File: src/hw/rtl/ltde_pkg.sv
// ----------------------------------------------------------------------------
// ltde_pkg
// Shared types, constants and the token table for the line token distance
// extractor.
// ----------------------------------------------------------------------------
package ltde_pkg;

  localparam int unsigned ByteW     = 8;
  localparam int unsigned IdW       = 8;
  localparam int unsigned DistW     = 16;
  localparam int unsigned AccW      = 17;
  localparam int unsigned ProgW     = 4;
  localparam int unsigned CfgAddrW  = 2;
  localparam int unsigned CfgDataW  = 16;
  localparam int unsigned InTdataW  = 8;
  localparam int unsigned OutTdataW = 24;

  localparam int unsigned LineMaxDefault = 512;

  // Token "distance[cm]=" and its length
  localparam logic [ProgW-1:0] TokenLen  = 4'd13;
  localparam logic [AccW-1:0]  ValueSat  = 17'd65536;

  // Character codes
  localparam logic [ByteW-1:0] ChLf    = 8'd10;
  localparam logic [ByteW-1:0] ChCr    = 8'd13;
  localparam logic [ByteW-1:0] ChSpace = 8'd32;
  localparam logic [ByteW-1:0] ChTab   = 8'd9;
  localparam logic [ByteW-1:0] ChVt    = 8'd11;
  localparam logic [ByteW-1:0] ChFf    = 8'd12;
  localparam logic [ByteW-1:0] ChPlus  = 8'd43;
  localparam logic [ByteW-1:0] ChMinus = 8'd45;
  localparam logic [ByteW-1:0] ChZero  = 8'd48;
  localparam logic [ByteW-1:0] ChNine  = 8'd57;

  // Configuration register indexes
  localparam logic [CfgAddrW-1:0] RegClientId = 2'd0;
  localparam logic [CfgAddrW-1:0] RegMinDist  = 2'd1;
  localparam logic [CfgAddrW-1:0] RegMaxDist  = 2'd2;

  // Configuration reset values
  localparam logic [IdW-1:0]   ClientIdReset = 8'd1;
  localparam logic [DistW-1:0] MinDistReset  = 16'd10;
  localparam logic [DistW-1:0] MaxDistReset  = 16'd400;

  // Number parser phase
  typedef enum logic [1:0] {
    PH_LEAD   = 2'd0,
    PH_SIGN   = 2'd1,
    PH_DIGITS = 2'd2,
    PH_DONE   = 2'd3
  } phase_t;

  // One emitted result
  typedef struct packed {
    logic [IdW-1:0]   source_id;
    logic [DistW-1:0] distance_value;
  } result_t;

  // Configuration as seen by the parser
  typedef struct packed {
    logic [IdW-1:0]   station_id;
    logic [DistW-1:0] min_distance;
    logic [DistW-1:0] max_distance;
  } cfg_t;

  // Token character at a match position
  function automatic logic [ByteW-1:0] token_char(input logic [ProgW-1:0] idx);
    logic [ByteW-1:0] ch;
    unique case (idx)
      4'd0:    ch = 8'h64; // d
      4'd1:    ch = 8'h69; // i
      4'd2:    ch = 8'h73; // s
      4'd3:    ch = 8'h74; // t
      4'd4:    ch = 8'h61; // a
      4'd5:    ch = 8'h6e; // n
      4'd6:    ch = 8'h63; // c
      4'd7:    ch = 8'h65; // e
      4'd8:    ch = 8'h5b; // [
      4'd9:    ch = 8'h63; // c
      4'd10:   ch = 8'h6d; // m
      4'd11:   ch = 8'h5d; // ]
      4'd12:   ch = 8'h3d; // =
      default: ch = 8'h00;
    endcase
    return ch;
  endfunction

endpackage

File: src/hw/rtl/ltde_in_reg.sv
// ----------------------------------------------------------------------------
// ltde_in_reg
// Input register stage: holds one received byte until the parser takes it.
// ----------------------------------------------------------------------------
module ltde_in_reg (
  input  logic                      clk,
  input  logic                      rst,
  input  logic                      s_tvalid,
  output logic                      s_tready,
  input  logic [ltde_pkg::ByteW-1:0] s_byte,
  output logic                      hold_valid,
  output logic [ltde_pkg::ByteW-1:0] hold_byte,
  input  logic                      take
);
  import ltde_pkg::*;

  // Free slot, or slot being emptied this cycle
  assign s_tready = !hold_valid || take;

  // Valid flag
  always_ff @(posedge clk) begin
    if (rst) begin
      hold_valid <= 1'b0;
    end else if (s_tready) begin
      hold_valid <= s_tvalid;
    end
  end

  // Payload
  always_ff @(posedge clk) begin
    if (s_tvalid && s_tready) begin
      hold_byte <= s_byte;
    end
  end

endmodule

File: src/hw/rtl/ltde_parser.sv
// ----------------------------------------------------------------------------
// ltde_parser
// Line state, token matcher and decimal parser; one byte per cycle while step is
// high, flags a result at the end of a qualifying line.
// ----------------------------------------------------------------------------
module ltde_parser #(
  parameter int unsigned LINE_MAX = ltde_pkg::LineMaxDefault
) (
  input  logic                       clk,
  input  logic                       rst,
  input  logic                       step,
  input  logic [ltde_pkg::ByteW-1:0] rx_byte,
  input  ltde_pkg::cfg_t             cfg,
  output logic                       emit,
  output ltde_pkg::result_t          result
);
  import ltde_pkg::*;

  localparam int unsigned LenW = $clog2(LINE_MAX + 1);
  localparam logic [LenW-1:0] LenLimit = LenW'(LINE_MAX);

  logic [LenW-1:0]  line_length, line_length_next;
  logic [ProgW-1:0] token_progress, token_progress_next;
  phase_t           number_phase, number_phase_next;
  logic             negative_flag, negative_flag_next;
  logic [AccW-1:0]  value_accumulator, value_accumulator_next;

  logic             is_term;
  logic             is_blank;
  logic             is_digit;
  logic [20:0]      acc_mul;

  // Character classes
  assign is_term  = (rx_byte == ChLf) || (rx_byte == ChCr);
  assign is_blank = (rx_byte == ChSpace) || (rx_byte == ChTab) ||
                    (rx_byte == ChVt) || (rx_byte == ChFf);
  assign is_digit = (rx_byte >= ChZero) && (rx_byte <= ChNine);

  // acc * 10 + digit, as shifts and adds
  assign acc_mul = {value_accumulator, 3'b000} + {3'b000, value_accumulator, 1'b0}
                 + {13'd0, rx_byte - ChZero};

  // Next state and result flag
  always_comb begin
    line_length_next       = line_length;
    token_progress_next    = token_progress;
    number_phase_next      = number_phase;
    negative_flag_next     = negative_flag;
    value_accumulator_next = value_accumulator;
    emit                   = 1'b0;

    if (is_term) begin
      // End of a non-empty line: judge the value, then start a fresh line
      if (line_length != '0) begin
        if ((token_progress == TokenLen) &&
            !(negative_flag && (value_accumulator != '0)) &&
            (value_accumulator >= {1'b0, cfg.min_distance}) &&
            (value_accumulator <= {1'b0, cfg.max_distance})) begin
          emit = 1'b1;
        end
        line_length_next       = '0;
        token_progress_next    = '0;
        number_phase_next      = PH_LEAD;
        negative_flag_next     = 1'b0;
        value_accumulator_next = '0;
      end
    end else if (line_length >= LenLimit) begin
      // Overlong line: drop byte and line
      line_length_next       = '0;
      token_progress_next    = '0;
      number_phase_next      = PH_LEAD;
      negative_flag_next     = 1'b0;
      value_accumulator_next = '0;
    end else begin
      line_length_next = line_length + LenW'(1);
      if (token_progress == TokenLen) begin
        // Number after the token
        unique case (number_phase)
          PH_DONE: begin
          end
          PH_LEAD: begin
            if (is_blank) begin
            end else if ((rx_byte == ChPlus) || (rx_byte == ChMinus)) begin
              negative_flag_next = (rx_byte == ChMinus);
              number_phase_next  = PH_SIGN;
            end else if (!is_digit) begin
              number_phase_next = PH_DONE;
            end else begin
              number_phase_next      = PH_DIGITS;
              value_accumulator_next = (acc_mul > {4'd0, ValueSat}) ? ValueSat
                                                                     : acc_mul[AccW-1:0];
            end
          end
          default: begin
            if (!is_digit) begin
              number_phase_next = PH_DONE;
            end else begin
              number_phase_next      = PH_DIGITS;
              value_accumulator_next = (acc_mul > {4'd0, ValueSat}) ? ValueSat
                                                                     : acc_mul[AccW-1:0];
            end
          end
        endcase
      end else begin
        // Token matcher, restarting on the first token character
        if (rx_byte == token_char(token_progress)) begin
          token_progress_next = token_progress + ProgW'(1);
        end else if (rx_byte == token_char('0)) begin
          token_progress_next = ProgW'(1);
        end else begin
          token_progress_next = '0;
        end
      end
    end
  end

  assign result.source_id      = cfg.station_id;
  assign result.distance_value = value_accumulator[DistW-1:0];

  // State registers
  always_ff @(posedge clk) begin
    if (rst) begin
      line_length       <= '0;
      token_progress    <= '0;
      number_phase      <= PH_LEAD;
      negative_flag     <= 1'b0;
      value_accumulator <= '0;
    end else if (step) begin
      line_length       <= line_length_next;
      token_progress    <= token_progress_next;
      number_phase      <= number_phase_next;
      negative_flag     <= negative_flag_next;
      value_accumulator <= value_accumulator_next;
    end
  end

endmodule

File: src/hw/rtl/ltde_out_reg.sv
// ----------------------------------------------------------------------------
// ltde_out_reg
// Result register driving the master-side stream.
// ----------------------------------------------------------------------------
module ltde_out_reg (
  input  logic                           clk,
  input  logic                           rst,
  input  logic                           load,
  input  ltde_pkg::result_t              result,
  output logic                           room,
  output logic                           m_tvalid,
  input  logic                           m_tready,
  output logic [ltde_pkg::OutTdataW-1:0] m_tdata
);
  import ltde_pkg::*;

  result_t held;

  // Empty, or emptied this cycle
  assign room = !m_tvalid || m_tready;

  // Valid flag
  always_ff @(posedge clk) begin
    if (rst) begin
      m_tvalid <= 1'b0;
    end else if (room) begin
      m_tvalid <= load;
    end
  end

  // Payload
  always_ff @(posedge clk) begin
    if (room && load) begin
      held <= result;
    end
  end

  assign m_tdata = {held.distance_value, held.source_id};

endmodule

File: src/hw/rtl/line_token_distance_extractor_unit.sv
// ----------------------------------------------------------------------------
// line_token_distance_extractor_unit
// Splits a byte stream into lines, finds "distance[cm]=" and emits the client
// id with the parsed distance when it lies within the configured range.
// ----------------------------------------------------------------------------
// A terminator byte's result passes through the input register, then the
// result register, before it shows on m_tvalid.
// Throughput: one byte per cycle; a result held by m_tready low stops the
// parser, and s_tready drops once the input register is full.
// Reset (rst, synchronous): clears line and parse state, empties both
// registers and loads station id 1, min 10, max 400.
// ----------------------------------------------------------------------------
module line_token_distance_extractor_unit #(
  parameter int unsigned LINE_MAX = ltde_pkg::LineMaxDefault
) (
  input  logic                           clk,
  input  logic                           rst,
  // Slave side: tdata [7:0] rx_byte
  input  logic                           s_tvalid,
  output logic                           s_tready,
  input  logic [ltde_pkg::InTdataW-1:0]  s_tdata,
  // Master side: tdata [7:0] source_id, [23:8] distance_value
  output logic                           m_tvalid,
  input  logic                           m_tready,
  output logic [ltde_pkg::OutTdataW-1:0] m_tdata,
  // Configuration write port
  input  logic                           cfg_we,
  input  logic [ltde_pkg::CfgAddrW-1:0]  cfg_addr,
  input  logic [ltde_pkg::CfgDataW-1:0]  cfg_wdata
);
  import ltde_pkg::*;

  cfg_t             cfg;
  logic             hold_valid;
  logic [ByteW-1:0] hold_byte;
  logic             room;
  logic             take;
  logic             emit;
  result_t          result;

  // Configuration registers
  always_ff @(posedge clk) begin
    if (rst) begin
      cfg.station_id   <= ClientIdReset;
      cfg.min_distance <= MinDistReset;
      cfg.max_distance <= MaxDistReset;
    end else if (cfg_we) begin
      unique case (cfg_addr)
        RegClientId: cfg.station_id   <= cfg_wdata[IdW-1:0];
        RegMinDist:  cfg.min_distance <= cfg_wdata[DistW-1:0];
        RegMaxDist:  cfg.max_distance <= cfg_wdata[DistW-1:0];
        default: begin
        end
      endcase
    end
  end

  // Byte moves into the parser when the result register can take its outcome
  assign take = hold_valid && room;

  ltde_in_reg u_in (
    .clk        (clk),
    .rst        (rst),
    .s_tvalid   (s_tvalid),
    .s_tready   (s_tready),
    .s_byte     (s_tdata[ByteW-1:0]),
    .hold_valid (hold_valid),
    .hold_byte  (hold_byte),
    .take       (take)
  );

  ltde_parser #(
    .LINE_MAX (LINE_MAX)
  ) u_parser (
    .clk     (clk),
    .rst     (rst),
    .step    (take),
    .rx_byte (hold_byte),
    .cfg     (cfg),
    .emit    (emit),
    .result  (result)
  );

  ltde_out_reg u_out (
    .clk      (clk),
    .rst      (rst),
    .load     (take && emit),
    .result   (result),
    .room     (room),
    .m_tvalid (m_tvalid),
    .m_tready (m_tready),
    .m_tdata  (m_tdata)
  );

endmodule
File: config.mk
export PLATFORM = sky130hd
export DESIGN_NAME = line_token_distance_extractor_unit
export DESIGN_NICKNAME = d
export VERILOG_FILES = /design/src/hw/rtl/ltde_pkg.sv /design/src/hw/rtl/ltde_in_reg.sv /design/src/hw/rtl/ltde_parser.sv /design/src/hw/rtl/ltde_out_reg.sv /design/src/hw/rtl/line_token_distance_extractor_unit.sv
export SDC_FILE = /design/constraint.sdc
export NUM_CORES = 1
export LEC_CHECK = 0
export ABC_AREA = 0
export BUFFER_PORTS_ARGS = -buffer_cell sky130_fd_sc_hd__buf_2
export CORE_ASPECT_RATIO = 1.4
export CORE_MARGIN = 2
export CORE_UTILIZATION = 30
export CTS_BUF_LIST = sky130_fd_sc_hd__clkbuf_4 sky130_fd_sc_hd__clkbuf_8 sky130_fd_sc_hd__clkbuf_16
export DETAILED_ROUTE_END_ITERATION = 8
export GPL_TIMING_DRIVEN = 0
export PLACE_DENSITY = 0.58
export SLEW_MARGIN = 25
export SYNTH_ARGS = -nofsm -noshare
export SYNTH_HDL_FRONTEND = slang
export SYNTH_SLANG_ARGS = --single-unit
File: constraint.sdc
create_clock -name clk -period 7.9 [get_ports clk]
set_input_delay 0.395 -clock clk [delete_from_list [all_inputs] [get_ports clk]]
set_output_delay 0.395 -clock clk [all_outputs]
set_load 0.005 [all_outputs]
== Word-level counts from Yosys, hierarchy flattened ==
Memory sizes are Yosys's and may differ from the RTL's. A register that Yosys moved wholly into a read port is not among the register bits.
Cells that the tools add are included.
W data, S select, Z words.
Storage, ports and cells
  register bits: 108
  bits in latches: 0
  memory bits (writable): 0
  bits in read-only memories: 112
  input bits: 31
  output and inout bits: 26
  word-level logic and storage cells: 120
  memories kept: 1
Memory list
  (name not given): words 16, bits a word 7, read ports 1, clocked after memory_dff 1, write ports 0, RTL line ltde_pkg.sv:70  | unique case (idx)
Operators by class
  $add $sub $neg: 5
  multipliers: 0
  divide/modulo/power cells: 0
  order comparisons: 6
  equality and inequality tests: 20
  shift-type cells: 0
  mux-type cells: 41
  bitwise logic cells: 0
  reductions and logical operators: 34
Operators with widths (number)
  $mux W17: 8
  $eq A8 B4 Y1 const B: 5
  $pmux W17 S2: 1
  $mux W10: 3
  $mux W4: 7
  $eq A8 B6 Y1 const B: 3
  $mux W8: 3
  $add A20 B18 Y21: 1
  $add A21 B8 Y21: 1
  $gt A21 B17 Y1 const B: 1
  $ge A17 B16 Y1: 1
  $le A17 B16 Y1: 1
  $reduce_bool A17 Y1: 1
  $mux W1: 12
  $mux W2: 6
  $reduce_and A6 Y1: 2
  $add A10 B1 Y10 const B: 1
  $ge A10 B10 Y1 const B: 1
  $reduce_bool A10 Y1: 1
  $logic_and A1 B1 Y1: 9
  $reduce_bool A3 Y1: 3
  $eq A8 B7 Y1 const B: 1
  $eq A8 B8 Y1: 1
  $ge A8 B6 Y1 const B: 1
  other kinds (18): 32

== Logic depth before layout (Yosys ltp) ==
Gate-level depths: netlist of run 1.
  depth in word-level cells: 11
  gate-level depth with buffers: 16
  depth with buffers taken out: 14

== By module ==
From an unflattened synthesis of run 1, not the netlist that was laid out.
Unflattened totals
  cells, all modules: 721
  area total of the unflattened synthesis: 7054.3 um^2
Modules (own cells, without submodules)
  ltde_parser: instances 1, cells each 520, area an instance 4306.6 um^2, seq. area each 820.8 um^2
  line_token_distance_extractor_unit: instances 1, cells each 159, area an instance 1676.6 um^2, seq. area each 800.8 um^2
  ltde_out_reg: instances 1, cells each 29, area an instance 775.7 um^2, seq. area each 740.7 um^2
  ltde_in_reg: instances 1, cells each 13, area an instance 295.3 um^2, seq. area each 260.2 um^2

== Least setup slack after synthesis of run 1 ==
Ideal clock, no wire load.
  kind: register -> register
  start: register u_in.hold_byte[4] (netlist name)
  end: register u_parser.value_accumulator[10]
  setup time: 0.084 ns
  arrival time: 3.655 ns
  data required time: 7.816 ns
  slack: 4.161 ns
  stages on the path, launching flop included: 17
  path buffers: 2
  period minus slack after synthesis: 3.739 ns
  cell sequence: edfxtp_1 -> inv_1 -> ha_1 -> inv_1 -> fa_1 -> inv_1 -> ha_1 -> a21o_1 -> a21oi_2 -> a211o_1 -> a21oi_2 -> or4_4 -> a21oi_1 -> or3b_1 -> buf_6 -> buf_12 -> o31ai_2
Between the ends
  longest elaborated chain between the ends: 11
  elaborated cells on any way between the ends: 33
  those cells by class: add/sub: 2; order compare: 3; eq/ne: 12; mux: 8; reduce/logical: 8
Ends and longest elaborated chain
  start, declared: RTL line ltde_in_reg.sv:12  | output logic [ltde_pkg::ByteW-1:0] hold_byte,
  start signal, assigned: RTL line ltde_in_reg.sv:32  | hold_byte <= s_byte;
  $sub A8 B6 Y8: RTL line ltde_parser.sv:41  | + {13'd0, rx_byte - ChZero};
  $add A21 B8 Y21: RTL line ltde_parser.sv:41
  $gt A21 B17 Y1: RTL line ltde_parser.sv:90, ltde_parser.sv:99
  $mux W17: RTL line ltde_parser.sv:90, ltde_parser.sv:99
  $mux W17: RTL line ltde_parser.sv:86, ltde_parser.sv:95
  $mux W17: RTL line ltde_parser.sv:83  | end else if ((rx_byte == ChPlus) || (rx_byte == ChMinus)) begin
  $mux W17: RTL line ltde_parser.sv:82  | if (is_blank) begin
  $pmux W17 S2: RTL line ltde_parser.sv:78  | unique case (number_phase)
  $mux W17: RTL line ltde_parser.sv:76  | if (token_progress == TokenLen) begin
  $mux W17: RTL line ltde_parser.sv:67  | end else if (line_length >= LenLimit) begin
  $mux W17: RTL line ltde_parser.sv:52  | if (is_term) begin
  end signal, assigned: RTL line ltde_parser.sv:133  | value_accumulator <= value_accumulator_next;
  end, declared: RTL line ltde_parser.sv:26  | logic [AccW-1:0] value_accumulator, value_accumulator_next;
Several ways; a longest one is shown, not always the timed one. The select of a mux whose other input is x is not followed.
A chain may end at the register's enable or synchronous reset.

== Worst setup path after layout of run 1 ==
  start: register u_in.hold_byte[4] (netlist name)
  end: register u_parser.value_accumulator[11]
Same word-level chain as after synthesis.

==> results of run 1 <==
[sequential cells by signal (all words and copies together), names as in the netlist, named ones only]
signal and flops:
u_in.hold_byte 8, u_parser.line_length 10, u_parser.number_phase 2, u_out.m_tvalid 1
u_parser.negative_flag 1, cfg 40, u_parser.token_progress 4, u_out.m_tdata 24
u_parser.value_accumulator 17, u_in.hold_valid 1
[final timing paths]
path                                                                    end  cells past startpoint  slack [ns]                   startpoint
worst max-delay path            u_parser.value_accumulator[11]$_SDFFE_PP0P_                     13        3.74  u_in.hold_byte[4]$_DFFE_PP_
worst min-delay path                            u_in.hold_byte[7]$_DFFE_PP_                      1        0.15                   s_tdata[7]
worst max register to register  u_parser.value_accumulator[11]$_SDFFE_PP0P_                     13        3.74  u_in.hold_byte[4]$_DFFE_PP_
worst min register to register                   u_out.m_tdata[0]$_DFFE_PP_                      0        0.43         cfg[32]$_SDFFE_PP1P_
[cell usage after synthesis, types with 5 or more instances]
cell and n:
xnor2_1 11, a211o_1 8, buf_2 7, dfxtp_1 83, a21oi_1 56, nand2_1 113, a21o_1 12, edfxtp_1 32
inv_1 61, o21a_1 9, o31ai_1 12, clkbuf_1 10, ha_1 71, mux2i_1 16, nor3_1 11, xor2_1 18
nand3_1 10, nand4_1 15, o21ai_0 20, nor2_1 46, or4_1 5, nor2b_1 10, o31ai_2 7, nor4_1 14
nand2b_1 6, fa_1 6, buf_1 7, a31oi_1 8
[layout make-up]
type	instances	area, um^2
Clock buffer	25	568.0
Fill cell	2307	14350
Tap cell	301	376.6
Sequential cell	115	2623
Timing Repair Buffer	56	302.8
Clock inverter	7	51.30
Multi-Input combinational cell	551	3869
Inverter	63	236.5
Buffer	28	148.9
[report_power, final]
| group | leakage [uW] | internal [uW] | total [uW] | switching [uW] |
|---|---|---|---|---|
| sequential | 0.00100 | 616 | 625 | 8.30 |
| combinational | 0.00213 | 35.0 | 92.0 | 57.0 |
| clock | 0.000309 | 503 | 788 | 285 |
| total | 0.00344 | 1150 | 1500 | 350 |
[worst max-delay path, stage by stage (launching register included)]
cell      delay (ns)
edfxtp_1        0.49
ha_1            0.28
xor2_1          0.16
fa_1            0.49
inv_1           0.04
ha_1            0.36
nand4_1         0.17
and2_2          0.27
o41ai_2         0.42
xor2_1          0.28
nor4_1          0.10
a21boi_0        0.48
buf_2           0.39
o31ai_1         0.11
[layer usage]
layer | wire length, um | track usage, %
met1 | 7333 | 16.57
met2 | 9185 | 27.96
met3 | 538 | 2.626
met4 | 389 | 6.043
met5 | 0 | 0
[through the flow]
stage / power (uW) / utilization [%] / worst slack, ns / cells / cell area [um^2]
after floorplan: 696.7 / - / 4.161 / 757 / 6862
after global placement: 728.5 / 33.35 / 3.403 / 1113 / 7513
after detailed placement: 730.1 / 33.54 / 3.756 / 1114 / 7556
after CTS: 1517 / 36.29 / 3.747 / 1146 / 8175
after global routing: 1560 / 36.29 / 3.334 / 1146 / 8175
final: 1504 / 36.29 / 3.740 / 1146 / 8175
[logic make-up (layout without fill, tap and decap cells)]
logic type	count (synthesis)	in the layout
AND/OR/NAND/NOR	260	260
adder cells (fa/ha/maj)	77	77
flip-flops	115	115
XOR/XNOR	29	29
multiplexers	16	16
buffers and inverters	91	179
AO/OA/AOI/OAI	169	169
==> results.json, run 1 <==
{
  "worstMarginPinSlew_ns": 0.7659,
  "post_cts_buffers": 0,
  "syn_nets": 865,
  "final_cell_mix": "nand2_1, dfxtp_1, ha_1",
  "final_common_cell": "nand2_1",
  "die_w_um": 131.8,
  "place_hpwl_um": 13570,
  "muxShareOfSynthArea_pct": 2.334,
  "grt_max_degree": 17,
  "max_clock_freq_mhz": 240.4,
  "place.gp.congestion": 0.8860,
  "die-area_mm2": 0.02411,
  "synth-seq-area-share_pct": 38.22,
  "synthXorXnorAreaFrac_pct": 3.702,
  "synthAdderAreaFrac_pct": 14.70,
  "synth_top_family_by_area": "simple AND/OR/NAND/NOR gates",
  "cts_tree": "built",
  "final_net_count": 940,
  "setup_viol": 0,
  "coreArea_mm2": 0.02253,
  "rows": 65,
  "cts_root_buffer": "clkbuf_16",
  "num_io_pins": 57,
  "period_share_pct": 52.66,
  "clock_sinks": 115,
  "worst_setup_path_end_kind": "register",
  "synth_compound_area_share_pct": 17.07,
  "routed_wl_um": 17450,
  "relSlewSlack_pct": 47.62,
  "powerDensity_mw_per_mm2": 184.0,
  "p_leak_uw": 0.003440,
  "hold_path.class": "in2reg",
  "crit_fanout": 10,
  "dr.first_iter.drc_count": 329,
  "async_reset_ff_share_pct": 0,
  "ctsResizeCount": 0,
  "synth-edff-count": 32,
  "grt_use_total_pct": 14.90,
  "syn_to_final_growth_pct": 19.15,
  "fin_setup_tns_ns": 0,
  "antenna_found_initial": 0,
  "drv_cap": 0,
  "syn-instance-count": 757,
  "synthSimpleGateAreaFrac_pct": 18.36,
  "syn-cell-area_mm2": 0.006862,
  "vias_per_cell": 4.892,
  "synth_top_area_share_pct": 24.22,
  "worstPathArrival_ns": 4.46,
  "start_kind": "register",
  "firstDrtPassIters": 4,
  "critical_path_class": "reg2reg",
  "cts_buffers": 17,
  "clock_latency_ns": 0.42,
  "rsz0062_at_grt": "no",
  "ys_types": 72,
  "clockBufferDepth": 2,
  "min_period_ns": 4.160,
  "synth.avg_cell_area_um2": 9.064,
  "vias": 5606,
  "vdd_drop_max_v": 0.0001671,
  "clk_pin_slew_worst_paths_ns": 0.05,
  "antennaDiodeCount": 0,
  "antenna_left": 0,
  "synth_area_leaders": "dfxtp_1, edfxtp_1, ha_1, nand2_1, a21oi_1",
  "first_global_vias": 5586,
  "start_util_pct": 30.46,
  "drv_slew": 0,
  "drive_gt1_share_pct": 14.79,
  "wl_per_cell_um": 15.22,
  "ys_warn_count": 0,
  "htree_levels": 4,
  "hold_viol_final": 0,
  "worstPathRequired_ns": 8.20,
  "drc": 0,
  "holdWs_ns": 0.1525,
  "die_h_um": 182.9,
  "finClkSkew_ns": 0.01184,
  "yosysTopAreaCell": "dfxtp_1",
  "grt_pass1_wl_um": 28450,
  "synthFlopType": "dfxtp_1",
  "outcome": "finished, final reports clean",
  "synth_seq_cells": 115,
  "portBuffers": 55,
  "grt-ovfl-total": 0,
  "cts_hold_buffers": 0
}
(Power assumes the default switching activity.)
==> inputs of run 2 (changes only) <==
Clock period 7.9 ns to 4 ns, I/O delays scaled along.
==> results.json, run 2 (synthesized netlist as in run 1, its figures left out) <==
{
  "outcome": "finished, final reports clean",
  "drive_gt1_share_pct": 16.67,
  "place.gp.congestion": 0.8860,
  "place_hpwl_um": 13570,
  "start_kind": "register",
  "final_cell_mix": "nand2_1, dfxtp_1, ha_1",
  "drv_slew": 0,
  "vias": 5657,
  "critPathMaxStageDelay_ns": 0.49,
  "rsz0062_at_grt": "no",
  "multi_input_area_mm2": 0.003956,
  "die_w_um": 131.8,
  "powerDensity_mw_per_mm2": 356.3,
  "coreArea_mm2": 0.02253,
  "largest_reg_flops": 40,
  "path_delay_family": "compound AO/OA/AOI/OAI gates",
  "max_clock_freq_mhz": 263.1,
  "dpl_worst_slack_ns": -0.1441,
  "wl_per_cell_um": 15.19,
  "path_cells": "buf_4, a21oi_1, xnor2_1, fa_1, inv_1, ha_1, a21oi_4, o31ai_1, a31oi_1, o41ai_4, a221oi_1, xnor2_1, or3b_4, buf_12, o31ai_1",
  "hold_path.class": "in2reg",
  "grt_max_degree": 17,
  "grt_use_total_pct": 14.94,
  "worstPathArrival_ns": 4.13,
  "final_common_cell": "nand2_1",
  "finClkSkew_ns": 0.01281,
  "worst_setup_path_end_kind": "register",
  "hold_viol_final": 0,
  "crit_fanout": 10,
  "ff_latch_area_mm2": 0.002624,
  "clockBufferDepth": 2,
  "drc": 0,
  "antenna_left": 0,
  "period_share_pct": 95.02,
  "htree_levels": 4,
  "p_leak_uw": 0.003527,
  "clk_pin_slew_worst_paths_ns": 0.06,
  "die-area_mm2": 0.02411,
  "cts_buffers": 17,
  "start_util_pct": 30.46,
  "final_net_count": 953,
  "relSlewSlack_pct": 46.53,
  "setup_viol": 0,
  "syn_to_final_growth_pct": 22.14,
  "fin_cells": 1159,
  "worst_slack_ns": 0.1992,
  "num_io_pins": 57,
  "critical_path_class": "reg2reg",
  "dr.first_iter.drc_count": 394,
  "largest_register": "cfg",
  "antennaDiodeCount": 0,
  "dp_cells": 1114,
  "die_h_um": 182.9,
  "clock_sinks": 115,
  "worstMarginPinSlew_ns": 0.7818,
  "worst-path-buf-inv": 3,
  "firstDrtPassIters": 5,
  "clock_latency_ns": 0.42,
  "vias_per_cell": 4.881,
  "min_period_ns": 3.801,
  "vdd_drop_max_v": 0.0003287,
  "first_global_vias": 5637,
  "portBuffers": 55,
  "critPathSlowestCell": "fa_1",
  "fin_setup_tns_ns": 0,
  "cts_root_buffer": "clkbuf_16",
  "rows": 65,
  "cts_tree": "built",
  "drv_cap": 0,
  "grt-ovfl-total": 0,
  "n_fill_cell": 2295,
  "routed_wl_um": 17610,
  "worstPathRequired_ns": 4.33,
  "antenna_found_initial": 0,
  "holdWs_ns": 0.003921,
  "grt_pass1_wl_um": 28570
}
run 2: cell count changes in the layout (fill, tap and decap cells not counted), sizes merged:
cell | previous run | this run
dlygate4sd3 | 0 | 8
buf | 74 | 78
clkbuf | 35 | 36
run 2: final timing paths:
path              slack (ns)                        start                                     endpoint  depth (start not counted)
setup / recovery        0.20  u_in.hold_byte[5]$_DFFE_PP_  u_parser.value_accumulator[13]$_SDFFE_PP0P_                         15
hold / removal         0.004                     s_tvalid                 u_in.hold_valid$_SDFFE_PP0N_                          3
setup reg to reg        0.20  u_in.hold_byte[5]$_DFFE_PP_  u_parser.value_accumulator[13]$_SDFFE_PP0P_                         15
hold reg to reg         0.43         cfg[36]$_SDFFE_PP0P_                   u_out.m_tdata[4]$_DFFE_PP_                          0
run 2: stage by stage:
| stage | utilization, % | power [uW] | cell area [um^2] |
|---|---|---|---|
| floorplan | - | 1376 | 6862 |
| global placement | 33.35 | 1439 | 7513 |
| detailed placement | 33.54 | 1442 | 7556 |
| CTS | 36.83 | 3006 | 8297 |
| global route | 37.20 | 3097 | 8381 |
| finish | 37.20 | 2986 | 8381 |
run 2: final cells by class:
| cell class | instances | share of cell area (%) |
|---|---|---|
| plain buffers | 27 | 1.672 |
| clock buffers | 25 | 6.778 |
| clock inverters | 7 | 0.6121 |
| inverters | 63 | 2.822 |
| multi-input cells | 551 | 47.21 |
| flip-flops and latches | 115 | 31.31 |
| well taps | 301 | 4.494 |
| repair buffers | 70 | 5.106 |
run 2: power by group:
part           internal, uW  switching [uW]  total, uW
sequential             1220            15.8       1230
combinational          80.0             117        197
clock                   993             563       1560
run 2: worst min-delay path, delay by kind of cell:
| kind | cells | cell delay (ns) |
|---|---|---|
| simple gates | 1 | 0.06 |
| buf+inv | 1 | 0.09 |
| compound gates | 1 | 0.04 |
run 2: per-layer routing:
layer,GRT usage (%),vias to the layer above,share of wire [%]
li1,-,2869,-
met4,6.043,0,2.4
met3,2.570,25,3.0
met5,0,-,0
met1,16.69,2663,42
met2,27.98,100,52
run 2: what timing repair did:
item | in CTS | in global routing
pin swaps | 0 | 3
endpoints found under the setup margin | 14 | 16
hold endpoints to repair | 8 | 0
resized for setup | 2 | 18
buffers inserted | 4 | 2
hold buffers | 8 | 0
